--- config.mk ---
export PLATFORM = sky130hd
export DESIGN_NAME = nsa_ram
export DESIGN_NICKNAME = d
export VERILOG_FILES = /design/src/rtl/core/nsa_ram.sv
export SDC_FILE = /design/constraint.sdc
export NUM_CORES = 1
export LEC_CHECK = 0
export BUFFER_PORTS_ARGS = -buffer_cell sky130_fd_sc_hd__clkbuf_2
export CORE_MARGIN = 3
export CORE_UTILIZATION = 60
export CTS_CLUSTER_DIAMETER = 40
export DETAILED_ROUTE_END_ITERATION = 10
export PLACE_DENSITY = 0.78
export SLEW_MARGIN = 10
export SYNTH_ARGS = -nofsm -noshare
export SYNTH_HDL_FRONTEND = slang
export SYNTH_SLANG_ARGS = --single-unit
--- constraint.sdc ---
create_clock -name clk -period 2.2 [get_ports clk]
set_clock_uncertainty 0.1 [all_clocks]
set_input_delay 0.11 -clock clk [delete_from_list [all_inputs] [get_ports clk]]
set_output_delay 0.11 -clock clk [all_outputs]
set_load 0.01 [all_outputs]
--- src/rtl/core/nsa_ram.sv ---
// Generic simple dual-port RAM: one write port, one registered read port.
// No dependencies; used for every store of the slot allocator.
`default_nettype none

module nsa_ram #(
	parameter int unsigned WIDTH = 8,
	parameter int unsigned DEPTH = 16,
	localparam int unsigned AW = (DEPTH > 1) ? $clog2(DEPTH) : 1
) (
	input  wire logic             clk,
	input  wire logic             we,
	input  wire logic [AW-1:0]    waddr,
	input  wire logic [WIDTH-1:0] wdata,
	input  wire logic             re,
	input  wire logic [AW-1:0]    raddr,
	output logic      [WIDTH-1:0] rdata
);

	logic [WIDTH-1:0] mem [DEPTH];

	always_ff @(posedge clk) begin
		if (we) begin
			mem[waddr] <= wdata;
		end
		if (re) begin
			rdata <= mem[raddr];
		end
	end

endmodule

`default_nettype wire
==> results.md <==
* WL/cell at around 26 um
* Cell Area, Placed at between 0.005 and 0.006 mm^2
* Fin nets at 312
* Slew Viols, Final at 0
* Synthesized cell area at between 0.005 and 0.006 mm^2
* Routed vias/inst at about 6.3
* Worst-path maximum fanout at 1
* Max-Cap Viols at 0
* Initial Util at 62.7%
* CP peak stage delay at 510 ps
* Via Count at 2598
* Worst path cell trace: mux4_1, a22oi_1, nand2_1
* Worst path required time at 2350 ps
* Area delta synth->final at 19.6%
* Dpl cells at 370
* Vias in the first global route at 2770
* Die Y at 99.3 um
* Setup ws final at between 500 and 600 ps
* Pin count of the biggest net entering global routing at 33
* Latest clock arrival within the worst-skew pair at 500 ps
* Hold Vio Cnt, Final at 0
* Clock slew at reported path FFs at around 60 ps
* Pwr/cell area at 967 mW/mm^2
* Post-CTS setup buffer count at 0
* Max Clock Freq at roughly 610 MHz
* Root Driver: clkbuf_8
* Crit Path Class: reg -> reg
* Critical Path Source: mem[2][1]$_DFFE_PP_
* Final Cycle Share at roughly 74%
* Crit path time final at 1630 ps
* TNS Setup at 0 ps
* Initial antenna violation count at 0
* # DRC at 0
* Post-Synthesis Net Count at 248
* Synth Register Bits at 136
* Clk buf depth at 2
* Yosys warns at 0
* Global-route wire length before repair at 16.3 mm
* Total global-route track usage at 23.7%
* Syn_area_per_cell at 22.8 um^2
* Share of layout cells above drive strength 1 at 31.5%
* Antenna cells at 0
* Total clock sinks at between 100 and 150
* Final instance area at approximately 0.0063 mm^2
* Total Power at 6040 uW
* Final Instance Count excl. Fillers at 410
* Core box area at 0.00834 mm^2
* Initial DRC count at 232
* Slowest-stage cell, CP: mux4_1
* Worst min-delay path category: in -> reg
* Worst hold start: waddr[0]
* Finish-stage setup viols at 0
* Synth cell types at 18
* Number of cells upsized or downsized after cts at 0
* RD Place Congestion at 0.756
* Fillers at approximately 460
* Die Area at 0.00987 mm^2
* Sequential area share after synthesis at 78.1%
* Total CTS buffers at 17
* DRT Pass-1 Iters at 7
* DRT antenna net count at 0
* CTS Hold Buffers Added at 9
* CTS tree: built
* Total routed wirelength at 10.5 mm
* IO Pins at 27
* Slew @ Worst Pin at 722 ps
* Syn Inst Count at 229
* Core Rows at 33
* Place WS at 328 ps
* VDD IR-drop max at 0.690 mV
* Worst slew margin at between 50 and 60%
* Lkg Pwr at 0.00216 uW
* I/O Buffers at 26
* Post-DP HPWL at 5.99 mm
* RSZ-0062 raised after global routing: false
* Reg2reg start: mem[2][1]$_DFFE_PP_
* CTS H-tree depth at 4
* Status: finished, final reports clean
* Die X at just under 100 um
* Setup crit end kind: flop
* Startpoint types: flop
* Congestion Overflow GR at 0
* Worst EP arrival at 1770 ps
-- placed cells by master (no fill, tap or decap), types with 6 or more instances in the layout --
cell	instances
edfxtp_1	136
clkinv_2	6
mux4_2	18
mux4_1	14
buf_4	19
clkbuf_16	16
dlygate4sd3_1	9
nand2_1	9
nor2_1	13
clkbuf_2	26
a22oi_1	16
-- critical path: cells and delay by family, from the launching register on --
kind | cells | cell delay, ps
muxes | 1 | 510
and+or+nand+nor | 1 | 90
AOI/OAI and AO/OA | 1 | 260
DFF | 1 | 410
-- where the power goes --
group	internal, uW	switching [uW]	leakage, uW	total [uW]
clock network	1820	1000	0.000293	2820
logic	123	159	0.000626	282
registers	2920	19.0	0.00124	2940
total	4870	1180	0.00216	6040
-- cells in the mapped netlist --
master,instances,area share (%)
and2_1,1,0.12
a22oi_1,16,2.3
nor2b_1,1,0.12
and2b_1,1,0.14
or3b_2,1,0.17
nand3b_1,2,0.29
buf_6,3,0.65
buf_4,1,0.14
clkdlybuf4s25_2,3,0.57
mux4_1,14,7.0
nand3_1,1,0.096
buf_2,3,0.29
edfxtp_1,136,78
mux4_2,18,7.8
nor2_1,13,0.93
nor3_1,4,0.38
nand2_1,9,0.65
nand2b_1,2,0.24
-- cell type report --
| cell class | count | area [um^2] | share of cell area (%) |
|---|---|---|---|
| Clock inverter | 14 | 183 | 2.92 |
| Timing Repair Buffer | 55 | 383 | 6.12 |
| Multi-Input combinational cell | 83 | 1060 | 16.9 |
| Sequential cell | 136 | 4080 | 65.3 |
| Clock buffer | 17 | 414 | 6.62 |
| Tap cell | 105 | 131 | 2.10 |
-- per-stage QoR --
step | hold WS, ps | util (%)
after global routing | 73.8 | 75.0
after detailed placement | 422 | 66.7
after floorplan | 109 | -
after CTS | 58.8 | 75.0
after global placement | 413 | 66.7
final | 81.9 | 75.0
-- layer usage --
| layer | wire, um | part of all wire, % | track usage [%] | up-vias |
|---|---|---|---|---|
| met2 | 5340 | 51 | 37.1 | 140 |
| met3 | 803 | 7.6 | 7.01 | 21 |
| met4 | 230 | 2.2 | 8.93 | 0 |
| li1 | - | - | - | 1108 |
| met1 | 4130 | 39 | 32.1 | 1329 |
| met5 | 0 | 0 | 0 | - |
-- path summary, 6_finish.rpt --
check                         to  slack [ps]  depth (start not counted)
max reg2reg   rdata[1]$_DFFE_PP_         570                          3
min reg2reg   rdata[5]$_DFFE_PP_         660                          3
min          mem[0][0]$_DFFE_PP_          80                          3
max           rdata[1]$_DFFE_PP_         570                          3
-- sequential cells by signal (all words and copies together) (netlist names) --
signal  count
mem       128
rdata       8
-- logic make-up after synthesis --
| kind of cell | share of synthesized area, % |
|---|---|
| mux | 14.8 |
| simple gates | 3.14 |
| flops | 78.1 |
| compound gates | 2.30 |
| buf+inv | 1.65 |
No activity file was read; power rests on OpenSTA's default activity.
